--- config.mk ---
export PLATFORM = sky130hd
export DESIGN_NAME = cpu8080_alu_flags_unit_core
export DESIGN_NICKNAME = d
export VERILOG_FILES = /design/src/hw/rtl/alu80_pkg.sv /design/src/hw/rtl/alu80_front.sv /design/src/hw/rtl/alu80_queue.sv /design/src/hw/rtl/alu80_back.sv /design/src/hw/rtl/cpu8080_alu_flags_unit_core.sv
export VERILOG_INCLUDE_DIRS = /design/src /design/src/hw/rtl
export SDC_FILE = /design/constraint.sdc
export NUM_CORES = 1
export LEC_CHECK = 0
export ABC_AREA = 1
export BUFFER_PORTS_ARGS = -buffer_cell sky130_fd_sc_hd__buf_2
export CAP_MARGIN = 20
export CORE_MARGIN = 3
export CORE_UTILIZATION = 40
export CTS_CLUSTER_SIZE = 25
export DETAILED_ROUTE_END_ITERATION = 12
export PLACE_DENSITY = 0.72
export SLEW_MARGIN = 15
export SYNTH_ARGS = -nofsm -noshare
export SYNTH_HDL_FRONTEND = slang
export SYNTH_SLANG_ARGS = --single-unit
export TNS_END_PERCENT = 50
--- constraint.sdc ---
create_clock -name clk -period 3.5 [get_ports clk]
set_input_delay 0.35 -clock clk [delete_from_list [all_inputs] [get_ports clk]]
set_output_delay 0.35 -clock clk [all_outputs]
set_load 0.005 [all_outputs]
--- src/hw/rtl/cpu8080_alu_flags_unit_core_assert.svh ---
// assertion macros shared by the alu80 rtl
`ifndef CPU8080_ALU_FLAGS_UNIT_CORE_ASSERT_SVH
`define CPU8080_ALU_FLAGS_UNIT_CORE_ASSERT_SVH

// condition that must hold at every clock edge out of reset
`define ALU80_ASSERT_ALWAYS(lbl, cond, msg) \
    lbl: assert property (@(posedge clk) disable iff (!rst_n) (cond)) else $error(msg);

// condition that must hold in the cycle after a trigger
`define ALU80_ASSERT_NEXT(lbl, trig, cond, msg) \
    lbl: assert property (@(posedge clk) disable iff (!rst_n) (trig) |=> (cond)) else $error(msg);

// condition that must hold in the same cycle as a trigger
`define ALU80_ASSERT_SAME(lbl, trig, cond, msg) \
    lbl: assert property (@(posedge clk) disable iff (!rst_n) (trig) |-> (cond)) else $error(msg);

`endif

--- src/hw/rtl/alu80_pkg.sv ---
`timescale 1ns / 1ps

package alu80_pkg;

    // command codes of the request beat
    localparam logic [4:0] CMD_ADD = 5'd0;
    localparam logic [4:0] CMD_ADC = 5'd1;
    localparam logic [4:0] CMD_SUB = 5'd2;
    localparam logic [4:0] CMD_SBB = 5'd3;
    localparam logic [4:0] CMD_ANA = 5'd4;
    localparam logic [4:0] CMD_XRA = 5'd5;
    localparam logic [4:0] CMD_ORA = 5'd6;
    localparam logic [4:0] CMD_CMP = 5'd7;
    localparam logic [4:0] CMD_INR = 5'd8;
    localparam logic [4:0] CMD_DCR = 5'd9;
    localparam logic [4:0] CMD_RLC = 5'd10;
    localparam logic [4:0] CMD_RRC = 5'd11;
    localparam logic [4:0] CMD_RAL = 5'd12;
    localparam logic [4:0] CMD_RAR = 5'd13;
    localparam logic [4:0] CMD_CMA = 5'd14;
    localparam logic [4:0] CMD_CMC = 5'd15;
    localparam logic [4:0] CMD_STC = 5'd16;
    localparam logic [4:0] CMD_DAA = 5'd17;
    localparam logic [4:0] CMD_DAD = 5'd18;
    localparam logic [4:0] CMD_LDA = 5'd19;
    localparam logic [4:0] CMD_LDF = 5'd20;

    // flag byte layout: S Z 0 A 0 P 1 C
    localparam int FLAG_CY_BIT = 0;
    localparam int FLAG_P_BIT  = 2;
    localparam int FLAG_AC_BIT = 4;
    localparam int FLAG_Z_BIT  = 6;
    localparam int FLAG_S_BIT  = 7;

    localparam logic [7:0] FLAGS_FIXED_ONES = 8'h02;
    localparam logic [7:0] FLAGS_FIXED_MASK = 8'hD7;

    // decimal adjust corrections
    localparam logic [7:0] DAA_LO_ADJ = 8'h06;
    localparam logic [7:0] DAA_HI_ADJ = 8'h60;
    localparam logic [3:0] BCD_DIGIT_MAX = 4'd9;

    // decoupling queue between decode and execute
    localparam int Q_DEPTH = 2;
    localparam int Q_PTR_W = $clog2(Q_DEPTH);

    typedef enum logic [4:0] {
        OP_ADD, OP_ADC, OP_SUB, OP_SBB, OP_ANA, OP_XRA, OP_ORA, OP_CMP,
        OP_INR, OP_DCR, OP_RLC, OP_RRC, OP_RAL, OP_RAR, OP_CMA, OP_CMC,
        OP_STC, OP_DAA, OP_DAD, OP_LDA, OP_LDF, OP_NOP
    } op_t;

    typedef struct packed {
        logic [4:0]  cmd;
        logic [7:0]  operand;
        logic [15:0] pair_value;
        logic [15:0] hl_value;
    } req_t;

    typedef struct packed {
        logic [7:0]  acc_out;
        logic [7:0]  flags_out;
        logic [7:0]  reg_result;
        logic [15:0] pair_result;
    } rsp_t;

    // decoded operation waiting in the queue
    typedef struct packed {
        op_t         op;
        logic [7:0]  operand;
        logic [15:0] pair_value;
        logic [15:0] hl_value;
    } dec_t;

    typedef struct packed {
        logic full;
        logic empty;
    } qstat_t;

endpackage

--- src/hw/rtl/alu80_front.sv ---
`timescale 1ns / 1ps

module alu80_front
(
    input  logic                  req_valid,
    output logic                  req_stall,
    input  alu80_pkg::req_t       req,
    input  alu80_pkg::qstat_t     qstat,
    output logic                  push,
    output alu80_pkg::dec_t       entry
);

    // decode command code into an operation class
    always_comb
    begin
        case (req.cmd)
            alu80_pkg::CMD_ADD: entry.op = alu80_pkg::OP_ADD;
            alu80_pkg::CMD_ADC: entry.op = alu80_pkg::OP_ADC;
            alu80_pkg::CMD_SUB: entry.op = alu80_pkg::OP_SUB;
            alu80_pkg::CMD_SBB: entry.op = alu80_pkg::OP_SBB;
            alu80_pkg::CMD_ANA: entry.op = alu80_pkg::OP_ANA;
            alu80_pkg::CMD_XRA: entry.op = alu80_pkg::OP_XRA;
            alu80_pkg::CMD_ORA: entry.op = alu80_pkg::OP_ORA;
            alu80_pkg::CMD_CMP: entry.op = alu80_pkg::OP_CMP;
            alu80_pkg::CMD_INR: entry.op = alu80_pkg::OP_INR;
            alu80_pkg::CMD_DCR: entry.op = alu80_pkg::OP_DCR;
            alu80_pkg::CMD_RLC: entry.op = alu80_pkg::OP_RLC;
            alu80_pkg::CMD_RRC: entry.op = alu80_pkg::OP_RRC;
            alu80_pkg::CMD_RAL: entry.op = alu80_pkg::OP_RAL;
            alu80_pkg::CMD_RAR: entry.op = alu80_pkg::OP_RAR;
            alu80_pkg::CMD_CMA: entry.op = alu80_pkg::OP_CMA;
            alu80_pkg::CMD_CMC: entry.op = alu80_pkg::OP_CMC;
            alu80_pkg::CMD_STC: entry.op = alu80_pkg::OP_STC;
            alu80_pkg::CMD_DAA: entry.op = alu80_pkg::OP_DAA;
            alu80_pkg::CMD_DAD: entry.op = alu80_pkg::OP_DAD;
            alu80_pkg::CMD_LDA: entry.op = alu80_pkg::OP_LDA;
            alu80_pkg::CMD_LDF: entry.op = alu80_pkg::OP_LDF;
            default:            entry.op = alu80_pkg::OP_NOP;
        endcase
        entry.operand    = req.operand;
        entry.pair_value = req.pair_value;
        entry.hl_value   = req.hl_value;
    end

    assign req_stall = qstat.full;
    assign push      = req_valid && !qstat.full;

endmodule

--- src/hw/rtl/alu80_queue.sv ---
`timescale 1ns / 1ps

module alu80_queue
(
    input  logic                clk,
    input  logic                rst_n,
    input  logic                push,
    input  alu80_pkg::dec_t     push_data,
    input  logic                pop,
    output alu80_pkg::dec_t     head,
    output alu80_pkg::qstat_t   qstat
);

    localparam logic [alu80_pkg::Q_PTR_W-1:0] PTR_LAST =
        alu80_pkg::Q_PTR_W'(alu80_pkg::Q_DEPTH - 1);
    localparam logic [alu80_pkg::Q_PTR_W:0] CNT_FULL =
        (alu80_pkg::Q_PTR_W + 1)'(alu80_pkg::Q_DEPTH);

    alu80_pkg::dec_t                 slot_reg [alu80_pkg::Q_DEPTH];
    logic [alu80_pkg::Q_PTR_W-1:0]   wr_ptr_reg;
    logic [alu80_pkg::Q_PTR_W-1:0]   wr_ptr_next;
    logic [alu80_pkg::Q_PTR_W-1:0]   rd_ptr_reg;
    logic [alu80_pkg::Q_PTR_W-1:0]   rd_ptr_next;
    logic [alu80_pkg::Q_PTR_W:0]     count_reg;
    logic [alu80_pkg::Q_PTR_W:0]     count_next;

    always_comb
    begin
        wr_ptr_next = wr_ptr_reg;
        rd_ptr_next = rd_ptr_reg;
        if (push)
        begin
            wr_ptr_next = (wr_ptr_reg == PTR_LAST) ? '0 : wr_ptr_reg + 1'b1;
        end
        if (pop)
        begin
            rd_ptr_next = (rd_ptr_reg == PTR_LAST) ? '0 : rd_ptr_reg + 1'b1;
        end
        case ({push, pop})
            2'b10:   count_next = count_reg + 1'b1;
            2'b01:   count_next = count_reg - 1'b1;
            default: count_next = count_reg;
        endcase
    end

    always_ff @(posedge clk or negedge rst_n)
    begin
        if (!rst_n)
        begin
            wr_ptr_reg <= '0;
            rd_ptr_reg <= '0;
            count_reg  <= '0;
        end
        else
        begin
            wr_ptr_reg <= wr_ptr_next;
            rd_ptr_reg <= rd_ptr_next;
            count_reg  <= count_next;
        end
    end

    // payload slots, no reset
    always_ff @(posedge clk)
    begin
        if (push)
        begin
            slot_reg[wr_ptr_reg] <= push_data;
        end
    end

    assign head        = slot_reg[rd_ptr_reg];
    assign qstat.full  = (count_reg == CNT_FULL);
    assign qstat.empty = (count_reg == '0);

endmodule

--- src/hw/rtl/alu80_back.sv ---
`timescale 1ns / 1ps
`include "cpu8080_alu_flags_unit_core_assert.svh"

module alu80_back
(
    input  logic                clk,
    input  logic                rst_n,
    input  alu80_pkg::dec_t     head,
    input  alu80_pkg::qstat_t   qstat,
    output logic                pop,
    output logic                rsp_valid,
    input  logic                rsp_stall,
    output alu80_pkg::rsp_t     rsp
);

    logic [7:0]       acc_reg;
    logic [7:0]       acc_next;
    logic [7:0]       flags_reg;
    logic [7:0]       flags_next;
    logic             rsp_valid_reg;
    alu80_pkg::rsp_t  rsp_reg;
    alu80_pkg::rsp_t  rsp_next;

    // adder datapath
    logic             is_sub;
    logic             cin_raw;
    logic             cin;
    logic [7:0]       b_eff;
    logic [8:0]       sum9;
    logic [4:0]       nib_sum;

    // decimal adjust
    logic             daa_lo;
    logic             daa_hi;
    logic [7:0]       daa_corr;
    logic [7:0]       daa_res;
    logic [4:0]       daa_nib;

    logic [16:0]      dad_sum;
    logic [7:0]       inr_res;
    logic [7:0]       dcr_res;
    logic             cy;
    logic [7:0]       szp_src;
    logic             szp_upd;
    logic [7:0]       reg_res;
    logic [15:0]      pair_res;

    assign cy = flags_reg[alu80_pkg::FLAG_CY_BIT];

    always_comb
    begin
        is_sub  = (head.op == alu80_pkg::OP_SUB) || (head.op == alu80_pkg::OP_SBB)
               || (head.op == alu80_pkg::OP_CMP);
        cin_raw = ((head.op == alu80_pkg::OP_ADC) || (head.op == alu80_pkg::OP_SBB)) && cy;
        cin     = is_sub ? !cin_raw : cin_raw;
        b_eff   = is_sub ? ~head.operand : head.operand;
        sum9    = {1'b0, acc_reg} + {1'b0, b_eff} + {8'b0, cin};
        nib_sum = {1'b0, acc_reg[3:0]} + {1'b0, b_eff[3:0]} + {4'b0, cin};

        daa_lo   = flags_reg[alu80_pkg::FLAG_AC_BIT]
                || (acc_reg[3:0] > alu80_pkg::BCD_DIGIT_MAX);
        daa_hi   = cy || (acc_reg[7:4] > alu80_pkg::BCD_DIGIT_MAX)
                || ((acc_reg[7:4] >= alu80_pkg::BCD_DIGIT_MAX)
                    && (acc_reg[3:0] > alu80_pkg::BCD_DIGIT_MAX));
        daa_corr = (daa_lo ? alu80_pkg::DAA_LO_ADJ : 8'h00)
                 | (daa_hi ? alu80_pkg::DAA_HI_ADJ : 8'h00);
        daa_res  = acc_reg + daa_corr;
        daa_nib  = {1'b0, acc_reg[3:0]} + {1'b0, daa_corr[3:0]};

        dad_sum = {1'b0, head.hl_value} + {1'b0, head.pair_value};
        inr_res = head.operand + 8'd1;
        dcr_res = head.operand - 8'd1;
    end

    // per-operation results
    always_comb
    begin
        acc_next   = acc_reg;
        flags_next = flags_reg;
        szp_src    = 8'h00;
        szp_upd    = 1'b0;
        reg_res    = 8'h00;
        pair_res   = 16'h0000;
        case (head.op)
            alu80_pkg::OP_ADD, alu80_pkg::OP_ADC,
            alu80_pkg::OP_SUB, alu80_pkg::OP_SBB:
            begin
                acc_next = sum9[7:0];
                szp_src  = sum9[7:0];
                szp_upd  = 1'b1;
                flags_next[alu80_pkg::FLAG_AC_BIT] = nib_sum[4];
                flags_next[alu80_pkg::FLAG_CY_BIT] = is_sub ? !sum9[8] : sum9[8];
            end
            alu80_pkg::OP_CMP:
            begin
                szp_src  = sum9[7:0];
                szp_upd  = 1'b1;
                flags_next[alu80_pkg::FLAG_AC_BIT] = nib_sum[4];
                flags_next[alu80_pkg::FLAG_CY_BIT] = !sum9[8];
            end
            alu80_pkg::OP_ANA:
            begin
                acc_next = acc_reg & head.operand;
                szp_src  = acc_reg & head.operand;
                szp_upd  = 1'b1;
                flags_next[alu80_pkg::FLAG_AC_BIT] = acc_reg[3] | head.operand[3];
                flags_next[alu80_pkg::FLAG_CY_BIT] = 1'b0;
            end
            alu80_pkg::OP_XRA, alu80_pkg::OP_ORA:
            begin
                acc_next = (head.op == alu80_pkg::OP_XRA) ? (acc_reg ^ head.operand)
                                                          : (acc_reg | head.operand);
                szp_src  = acc_next;
                szp_upd  = 1'b1;
                flags_next[alu80_pkg::FLAG_AC_BIT] = 1'b0;
                flags_next[alu80_pkg::FLAG_CY_BIT] = 1'b0;
            end
            alu80_pkg::OP_INR:
            begin
                reg_res = inr_res;
                szp_src = inr_res;
                szp_upd = 1'b1;
                flags_next[alu80_pkg::FLAG_AC_BIT] = (inr_res[3:0] == 4'h0);
            end
            alu80_pkg::OP_DCR:
            begin
                reg_res = dcr_res;
                szp_src = dcr_res;
                szp_upd = 1'b1;
                flags_next[alu80_pkg::FLAG_AC_BIT] = (dcr_res[3:0] != 4'hF);
            end
            alu80_pkg::OP_RLC:
            begin
                acc_next = {acc_reg[6:0], acc_reg[7]};
                flags_next[alu80_pkg::FLAG_CY_BIT] = acc_reg[7];
            end
            alu80_pkg::OP_RRC:
            begin
                acc_next = {acc_reg[0], acc_reg[7:1]};
                flags_next[alu80_pkg::FLAG_CY_BIT] = acc_reg[0];
            end
            alu80_pkg::OP_RAL:
            begin
                acc_next = {acc_reg[6:0], cy};
                flags_next[alu80_pkg::FLAG_CY_BIT] = acc_reg[7];
            end
            alu80_pkg::OP_RAR:
            begin
                acc_next = {cy, acc_reg[7:1]};
                flags_next[alu80_pkg::FLAG_CY_BIT] = acc_reg[0];
            end
            alu80_pkg::OP_CMA:
            begin
                acc_next = ~acc_reg;
            end
            alu80_pkg::OP_CMC:
            begin
                flags_next[alu80_pkg::FLAG_CY_BIT] = !cy;
            end
            alu80_pkg::OP_STC:
            begin
                flags_next[alu80_pkg::FLAG_CY_BIT] = 1'b1;
            end
            alu80_pkg::OP_DAA:
            begin
                acc_next = daa_res;
                szp_src  = daa_res;
                szp_upd  = 1'b1;
                flags_next[alu80_pkg::FLAG_AC_BIT] = daa_nib[4];
                flags_next[alu80_pkg::FLAG_CY_BIT] = daa_hi ? 1'b1 : cy;
            end
            alu80_pkg::OP_DAD:
            begin
                pair_res = dad_sum[15:0];
                flags_next[alu80_pkg::FLAG_CY_BIT] = dad_sum[16];
            end
            alu80_pkg::OP_LDA:
            begin
                acc_next = head.operand;
            end
            alu80_pkg::OP_LDF:
            begin
                flags_next = (head.operand & alu80_pkg::FLAGS_FIXED_MASK)
                           | alu80_pkg::FLAGS_FIXED_ONES;
            end
            default:
            begin
                acc_next = acc_reg;
            end
        endcase
        if (szp_upd)
        begin
            flags_next[alu80_pkg::FLAG_S_BIT] = szp_src[7];
            flags_next[alu80_pkg::FLAG_Z_BIT] = (szp_src == 8'h00);
            flags_next[alu80_pkg::FLAG_P_BIT] = ~^szp_src;
        end
        rsp_next.acc_out     = acc_next;
        rsp_next.flags_out   = flags_next;
        rsp_next.reg_result  = reg_res;
        rsp_next.pair_result = pair_res;
    end

    // execute when the output register is free or being drained
    assign pop = !qstat.empty && (!rsp_valid_reg || !rsp_stall);

    always_ff @(posedge clk or negedge rst_n)
    begin
        if (!rst_n)
        begin
            acc_reg       <= 8'h00;
            flags_reg     <= alu80_pkg::FLAGS_FIXED_ONES;
            rsp_valid_reg <= 1'b0;
        end
        else
        begin
            if (pop)
            begin
                acc_reg       <= acc_next;
                flags_reg     <= flags_next;
                rsp_valid_reg <= 1'b1;
            end
            else if (!rsp_stall)
            begin
                rsp_valid_reg <= 1'b0;
            end
        end
    end

    always_ff @(posedge clk)
    begin
        if (pop)
        begin
            rsp_reg <= rsp_next;
        end
    end

    assign rsp_valid = rsp_valid_reg;
    assign rsp       = rsp_reg;

    `ALU80_ASSERT_ALWAYS(a_fixed_flag_bits,
        (flags_reg & (~alu80_pkg::FLAGS_FIXED_MASK | alu80_pkg::FLAGS_FIXED_ONES))
            == alu80_pkg::FLAGS_FIXED_ONES,
        "fixed flag bits corrupted")
    `ALU80_ASSERT_NEXT(a_pop_fills_output, pop, rsp_valid_reg,
        "executed beat did not reach the output register")
    `ALU80_ASSERT_NEXT(a_cmp_keeps_acc, pop && (head.op == alu80_pkg::OP_CMP),
        acc_reg == $past(acc_reg), "compare changed the accumulator")
    `ALU80_ASSERT_SAME(a_rsp_tracks_state, rsp_valid_reg,
        (rsp_reg.acc_out == acc_reg) && (rsp_reg.flags_out == flags_reg),
        "pending result disagrees with architectural state")

endmodule

--- src/hw/rtl/cpu8080_alu_flags_unit_core.sv ---
`timescale 1ns / 1ps

// 8080-style accumulator and flag unit. Each request beat carries a command,
// an 8-bit operand and two 16-bit pair values; each accepted beat yields
// exactly one response beat with the new accumulator, the new flag byte
// (S Z 0 A 0 P 1 C), the inr/dcr register result and the dad sum. A decode
// front end classifies the command and writes a two-entry queue; the execute
// back end owns the accumulator and flags, runs one operation per cycle and
// holds the result in an output register. Throughput is one beat per clock
// while the response side takes every beat. An accepted request beat is
// written into the queue, then executes from the queue head into the output
// register, and its response beat is valid from then on; execution is held
// back only while the response side stalls. Reset leaves the accumulator at
// zero and the flags at 0x02.
module cpu8080_alu_flags_unit_core
(
    input  logic                clk,
    input  logic                rst_n,
    // request channel
    input  logic                req_valid,
    output logic                req_stall,
    input  alu80_pkg::req_t     req,
    // response channel
    output logic                rsp_valid,
    input  logic                rsp_stall,
    output alu80_pkg::rsp_t     rsp
);

    // decoded beat entering the queue
    alu80_pkg::dec_t    q_in;
    // oldest decoded beat, presented to execute
    alu80_pkg::dec_t    q_head;
    alu80_pkg::qstat_t  q_stat;
    logic               q_push;
    logic               q_pop;

    // decode: classify command, stall only when the queue is full
    alu80_front u_front
    (
        .req_valid (req_valid),
        .req_stall (req_stall),
        .req       (req),
        .qstat     (q_stat),
        .push      (q_push),
        .entry     (q_in)
    );

    // decoupling queue lets decode and execute stall independently
    alu80_queue u_queue
    (
        .clk       (clk),
        .rst_n     (rst_n),
        .push      (q_push),
        .push_data (q_in),
        .pop       (q_pop),
        .head      (q_head),
        .qstat     (q_stat)
    );

    // execute: accumulator, flags and the response register
    alu80_back u_back
    (
        .clk       (clk),
        .rst_n     (rst_n),
        .head      (q_head),
        .qstat     (q_stat),
        .pop       (q_pop),
        .rsp_valid (rsp_valid),
        .rsp_stall (rsp_stall),
        .rsp       (rsp)
    );

endmodule
== After elaboration in Yosys (flattened, before gate mapping) ==
Memories as Yosys holds them, arrays and structs flattened.
Index checks and enable logic that the tools add are counted.
Storage, ports and cells
  input port bits: 49
  memories kept: 2
  output and inout port bits: 42
  RAM bits: 90
  logic and storage cells: 115
  ROM bits: 160
  register bits: 61
Memory list
  (no name shown): words 32, bits a word 5, rd ports 1, clocked after Yosys merged registers in 0, write ports 0, RTL line alu80_front.sv:16  | case (req.cmd)
  u_queue.slot_reg: words 2, bits a word 45, rd ports 1, clocked after Yosys merged registers in 0, write ports 1, RTL line alu80_queue.sv:19  | alu80_pkg::dec_t slot_reg [alu80_pkg::Q_DEPTH];
Operators by class
  bitwise logic cells: 7
  equality and inequality tests: 25
  $add $sub $neg: 13
  mux-type cells: 24
  magnitude comparators: 3
  reduce and logical (&&, ||, !) cells: 31
Operators with widths (number)
  8-bit one-hot mux with 10 select lines: 1
  8-bit one-hot mux with 6 select lines: 1
  5-bit by 4-bit equality test with 1-bit output, second input constant: 8
  5-bit equality test, second input constant: 5
  5-bit by 3-bit equality test with 1-bit output, second input constant: 4
  16-bit by 16-bit adder with 17-bit output: 1
  8-bit 2-to-1 mux: 2
  8-bit inverter: 2
  8-bit OR: 2
  8-bit one-hot mux with 2 select lines: 1
  1-bit 2-to-1 mux: 11
  11-bit OR reduction: 1
  4-bit by 4-bit adder with 5-bit output: 2
  5-bit by 2-bit equality test with 1-bit output, second input constant: 2
  1-bit one-hot mux with 10 select lines: 1
  8-bit by 8-bit adder with 9-bit output: 1
  9-bit by 1-bit adder with 9-bit output: 1
  3-bit 2-to-1 mux: 3
  8-bit by 1-bit adder with 8-bit output, second input constant: 1
  8-bit adder: 1
  8-bit bitwise AND: 1
  4-bit > comparator, second input constant: 2
  8-bit logical NOT: 1
  8-bit XNOR reduction: 1
  other kinds (28): 47

== Depth between registers and ports, before layout ==
An unclocked memory read counts as a cell.
  word-level depth: 10
  mapped depth: 28
  mapped depth without buffers: 27

== By module ==
A second synthesis with hierarchy kept.
Second synthesis, totals
  cell total of the unflattened synthesis: 1066
  area, all modules: 9256.4 µm²
By module, submodules not included
  alu80_back: area each 5300.1 µm², instances 1, seq. area each 1627.8 µm², cells an instance 751
  alu80_queue: area each 3580.9 µm², instances 1, seq. area each 2802.7 µm², cells an instance 259
  alu80_front: area each 375.4 µm², instances 1, seq. area each 0.0 µm², cells an instance 56

== Worst setup path before layout ==
OpenSTA, ideal clock, no wires.
  kind: register to register
  from: register u_queue.rd_ptr_reg
  to: register u_back.rsp_reg, in the netlist u_back.rsp[26] (data pin)
  buffers on the path: 1
  cell stages (with the launch flop): 25
  library setup time: 262 ps
  arrival: 3419 ps
  clock period less this slack: 3681 ps
  setup slack: -181 ps
  required time: 3238 ps
  cell sequence: dfrtp_1 -> buf_6 -> inv_6 -> nand2_1 -> nand2_1 -> nand3_2 -> nor2_4 -> nor2_8 -> nor2_8 -> xor2_1 -> fa_1 -> inv_1 -> fa_1 -> inv_1 -> nand3_1 -> nand2_1 -> xor2_1 -> nand2_1 -> nand4_1 -> nor2_1 -> ha_1 -> xnor2_1 -> xnor2_1 -> nand2_1 -> o21ai_2
On the way
  longest elaborated chain between the ends: 10
  elaborated cells on any way between the ends: 37
  those cells by class: add/sub: 4; eq/ne: 11; mux: 7; bitwise: 4; reduce/logical: 10; memory: 1
Ends and longest elaborated chain
  start, declared: RTL line alu80_queue.sv:22  | logic [alu80_pkg::Q_PTR_W-1:0] rd_ptr_reg;
  start signal, assigned: RTL line alu80_queue.sv:57  | rd_ptr_reg <= rd_ptr_next;
  memory read 2 x 45 bit (*)
  5-bit by 2-bit equality test with 1-bit output, or another cell as far along: RTL line alu80_back.sv:52, alu80_back.sv:84
  1-bit logical OR, on equally long branches: RTL line alu80_back.sv:52, alu80_back.sv:54
  1-bit logical OR / 1-bit logical AND (equally long branches): RTL line alu80_back.sv:53, alu80_back.sv:54
  8-bit 2-to-1 mux / 1-bit logical NOT (equally long branches): RTL line alu80_back.sv:56, alu80_back.sv:55
  8-bit by 8-bit adder with 9-bit output / 1-bit 2-to-1 mux (equally long branches): RTL line alu80_back.sv:57, alu80_back.sv:55
  9-bit by 1-bit adder with 9-bit output: RTL line alu80_back.sv:57  | sum9 = {1'b0, acc_reg} + {1'b0, b_eff} + {8'b0, cin};
  8-bit one-hot mux with 6 select lines: RTL line alu80_back.sv:84  | case (head.op)
  8-bit XNOR reduction: RTL line alu80_back.sv:195  | flags_next[alu80_pkg::FLAG_P_BIT] = ~^szp_src;
  1-bit 2-to-1 mux (*): RTL line alu80_back.sv:191  | if (szp_upd)
  named net u_back.flags_next[2]: RTL line alu80_back.sv:19  | logic [7:0] flags_next;
  end signal, assigned: RTL line alu80_back.sv:233  | rsp_reg <= rsp_next;
  end, declared: RTL line alu80_back.sv:21  | alu80_pkg::rsp_t rsp_reg;
The timed path passes the listed nets; every way through them passes the cells marked *.
A chain may end at the register's enable or synchronous reset.

== Worst setup path after layout ==
  from: register u_queue.rd_ptr_reg
  to: register u_back.flags_reg[2]
On the way
  longest elaborated chain between the ends: 10
  elaborated cells on any way between the ends: 37
  those cells by class: add/sub: 4; eq/ne: 11; mux: 7; bitwise: 4; reduce/logical: 10; memory: 1
Ends and longest elaborated chain
  memory read 2 x 45 bit (*)
  5-bit by 2-bit equality test with 1-bit output, or another cell as far along: RTL line alu80_back.sv:52, alu80_back.sv:84
  1-bit logical OR, on equally long branches: RTL line alu80_back.sv:52, alu80_back.sv:54
  1-bit logical OR / 1-bit logical AND (equally long branches): RTL line alu80_back.sv:53, alu80_back.sv:54
  8-bit 2-to-1 mux / 1-bit logical NOT (equally long branches): RTL line alu80_back.sv:56, alu80_back.sv:55
  8-bit by 8-bit adder with 9-bit output / 1-bit 2-to-1 mux (equally long branches): RTL line alu80_back.sv:57, alu80_back.sv:55
  9-bit by 1-bit adder with 9-bit output: RTL line alu80_back.sv:57
  8-bit one-hot mux with 6 select lines: RTL line alu80_back.sv:84
  8-bit XNOR reduction: RTL line alu80_back.sv:195
  1-bit 2-to-1 mux (*): RTL line alu80_back.sv:191
  named net u_back.flags_next[2]: RTL line alu80_back.sv:19
  end signal, assigned: RTL line alu80_back.sv:211  | flags_reg <= alu80_pkg::FLAGS_FIXED_ONES;
  end signal, assigned: RTL line alu80_back.sv:219  | flags_reg <= flags_next;
  end, declared: RTL line alu80_back.sv:18  | logic [7:0] flags_reg;
Marked as above.

==> metrics <==
status complete, but fails checks; failing checks setup timing; Nets 1331; hold path cells 1; antenna cells 0; Setup Skew approximately 0.015 ns; Min-Delay Endpoint u_queue.slot_reg[0][20]; Pleak 0.00532 uW; first-pass GRT wire length roughly 39000 um; Worst-path clk slew around 0.080 ns; Initial Util between 40% and 50%; Die X roughly 160 um; pre-CTS setup slack -0.247 ns; post-synthesis sequential area ratio slightly below 50%; Rows between 50 and 60; flip-flop count of the largest register after layout 90; highest clock rate about 270 MHz; grt ovf 0; Yosys warning count 0; Syn Area/Cell roughly 8.7 um2; H-tree depth 4; Starting DRT DRC Count ~500; TritonRoute pass-1 iters 5; most common cell after layout, fill and taps aside nand2_1; RSZ-0062 raised after global routing true; clock root buffer clkbuf_16; worst-margin pin slew ~0.85 ns; ys flop type edfxtp_1; CTS tree built; pwr dens ~1100 mW/mm2; Filler cells slightly above 2000; pin count of the biggest net entering global routing 46; Relative slew margins a little over two fifths; Post-synth EDFFs 130; Core ar. around 0.022 mm2; cells after synthesis 1058; startpoint types flip-flop; Port Buffers 90; largest cells by area after synthesis edfxtp_1 42%, nand2_1 15%, ha_1 6.9%, dfrtp_1 5.4%, inv_1 3.8%; GPL Wtd Cong roughly 0.96; Synth Net Count 1162; hold slack about 0.096 ns; R2R Setup Slk -0.16 ns; DRC Markers 0; Worst-Skew Late Latency ~0.44 ns; #FFs+latches synth 151; Post-Syn Area 0.00920 mm2; CTS Buf Count 17; full die area 0.0248 mm2; HP Class input port to flip-flop; worst setup path class flip-flop to flip-flop; critical path arrival ~4 ns; RR Startpoint u_queue.rd_ptr_reg; Clock Path Buffers 2; Yosys top cell by area edfxtp_1; met3 Use GR under 10%; Area Overhead vs Synth 22.5%; Final Hold Viols 0; All-Layer GR Usage 20.3%; reg2reg path depth 26; final setup vio count 2; Top Ports 91; MaxCap Viol Count 0; hold_sp req[20]; number of global-route vias before repair around 7500; via count 7700; Setup crit end kind flip-flop; post-route antenna net violation count 0; Period Utilization, post-route 104%; most frequent cells in the layout 369 x nand2_1, 130 x edfxtp_1, 91 x inv_1; post-layout min period 3.66 ns; share of the synthesized area in the top cell type between 40 and 50%; Multi-input gate area 0.00441 mm2; Post-synth ARST share between 10 and 15%; Post-DP HPWL between 15000 and 20000 um; height of the die roughly 160 um; DR WL/cell between 15 and 20 um; met2 GRT Util between 30% and 40%; Routed WL 24200 um; met1 GRT Util 26.0%; crit path max fanout 7; sequential cell area between 0.004 and 0.005 mm2; max-slew violations 0; share of cells above drive strength 1 24.9%; initial antenna violation count 4; Distinct cells, synth 50; Required @ worst endpoint between 3 and 4 ns; layer with the highest usage met2; Setup WS post-layout -0.157 ns; worst ir drop on vdd between 400 and 500 uV; Vias/cell 5.07; clock sinks 151; reg-to-reg endpoint u_back.flags_reg[2]
critical path, cell delays in order, from the launching register on:
cell	delay, ns
dfrtp_2	0.39
buf_6	0.15
clkinv_8	0.09
nand2_4	0.07
nand2_4	0.07
inv_4	0.06
nand2_4	0.05
nor2_4	0.18
nor2_8	0.05
nor2_8	0.13
buf_6	0.14
xor2_1	0.14
ha_1	0.31
a21oi_1	0.24
or2_2	0.16
nand3_1	0.07
nand2_1	0.07
nand2_1	0.07
nor2_1	0.14
nor3_2	0.05
ha_1	0.32
xnor2_2	0.14
xnor2_1	0.16
nand2_1	0.09
o21ai_2	0.06
nand2_1	0.07
nand2_1	0.08
synthesized netlist by cell type, types with 3 or more instances:
| cell | count |
|---|---|
| xor2_1 | 17 |
| and2_1 | 3 |
| a21o_1 | 4 |
| nand4_1 | 6 |
| or2_2 | 4 |
| nor2_2 | 10 |
| nand2_2 | 18 |
| nand3b_1 | 5 |
| inv_1 | 94 |
| o21bai_1 | 3 |
| edfxtp_1 | 130 |
| o21ai_2 | 10 |
| xnor2_1 | 7 |
| ha_1 | 51 |
| a21oi_1 | 39 |
| o21ai_1 | 5 |
| nand2_4 | 6 |
| nand3_2 | 4 |
| nor3_1 | 9 |
| fa_1 | 4 |
| nor2_1 | 74 |
| dfrtp_1 | 20 |
| nand2_1 | 378 |
| o21ai_0 | 33 |
| o21ai_4 | 3 |
| o211ai_1 | 7 |
| nand3_1 | 60 |
| clkbuf_1 | 10 |
| inv_2 | 12 |
| nor2_4 | 5 |
how the worst max path moves through the flow:
stage                             startpoint             endpoint  slack [ns]
after floorplan           u_queue.rd_ptr_reg       u_back.rsp[26]       -0.07
after CTS                 u_queue.rd_ptr_reg       u_back.rsp[26]        -0.1
after global placement    u_queue.rd_ptr_reg       u_back.rsp[26]       -0.14
final                     u_queue.rd_ptr_reg  u_back.flags_reg[2]       -0.16
after global routing      u_queue.rd_ptr_reg  u_back.flags_reg[2]       -0.44
after detailed placement  u_queue.rd_ptr_reg       u_back.rsp[26]       -0.25
stage by stage:
stage               area [um2]  total power (uW)  cells  setup TNS (ns)  util (%)
global placement         10500              9610   1478          -0.267      47.1
CTS                      11200             11900   1519          -0.188      50.6
detailed placement       10500              9740   1478          -0.493      47.1
floorplan                 9280              7480   1058          -0.127         -
finish                   11300             12000   1520          -0.311      50.7
global route             11300             13000   1520           -1.08      50.7
cells by family (layout without fill, tap and decap cells):
| family | Yosys count | after routing | share of synthesized area [%] |
|---|---|---|---|
| DFF | 151 | 151 | 48.2 |
| adders and majority gates | 55 | 55 | 7.81 |
| xor gates and xnor gates | 24 | 24 | 2.29 |
| buffers and inverters | 126 | 308 | 5.88 |
| and+or+nand+nor | 590 | 590 | 28.4 |
| AOI/OAI and AO/OA | 112 | 112 | 7.47 |
report_power, final:
part           internal, uW  switching, uW  total [uW]  leakage (uW)
clock network           966            873        1840      0.000294
logic                  2810           4390        7200       0.00353
registers              2710            208        2910       0.00150
total                  6490           5470       12000       0.00532
area by class of cell:
type	count	share of cell area, %
Clock buffer	17	3.78
Clock inverter	15	1.52
Inverter	108	3.75
Multi-Input combinational cell	781	39.1
Sequential cell	151	39.3
Tap cell	280	3.11
Timing Repair Buffer	168	9.38
per-layer routing:
| metal | wire length (um) | part of all wire (%) |
|---|---|---|
| met3 | 1680 | 6.9 |
| met1 | 10100 | 42 |
| met2 | 11900 | 49 |
| met5 | 53 | 0.22 |
| met4 | 525 | 2.2 |
timing repair:
action | 4_1_cts | 5_1_grt
resized for setup | 20 | 6
hold endpoints to repair | 20 | 0
setup buffers | 8 | 1
endpoints found under the setup margin | 3 | 5
pin swaps | 22 | 4
hold buffers | 1 | 0
Note: power is estimated with default switching activity, not from simulation.
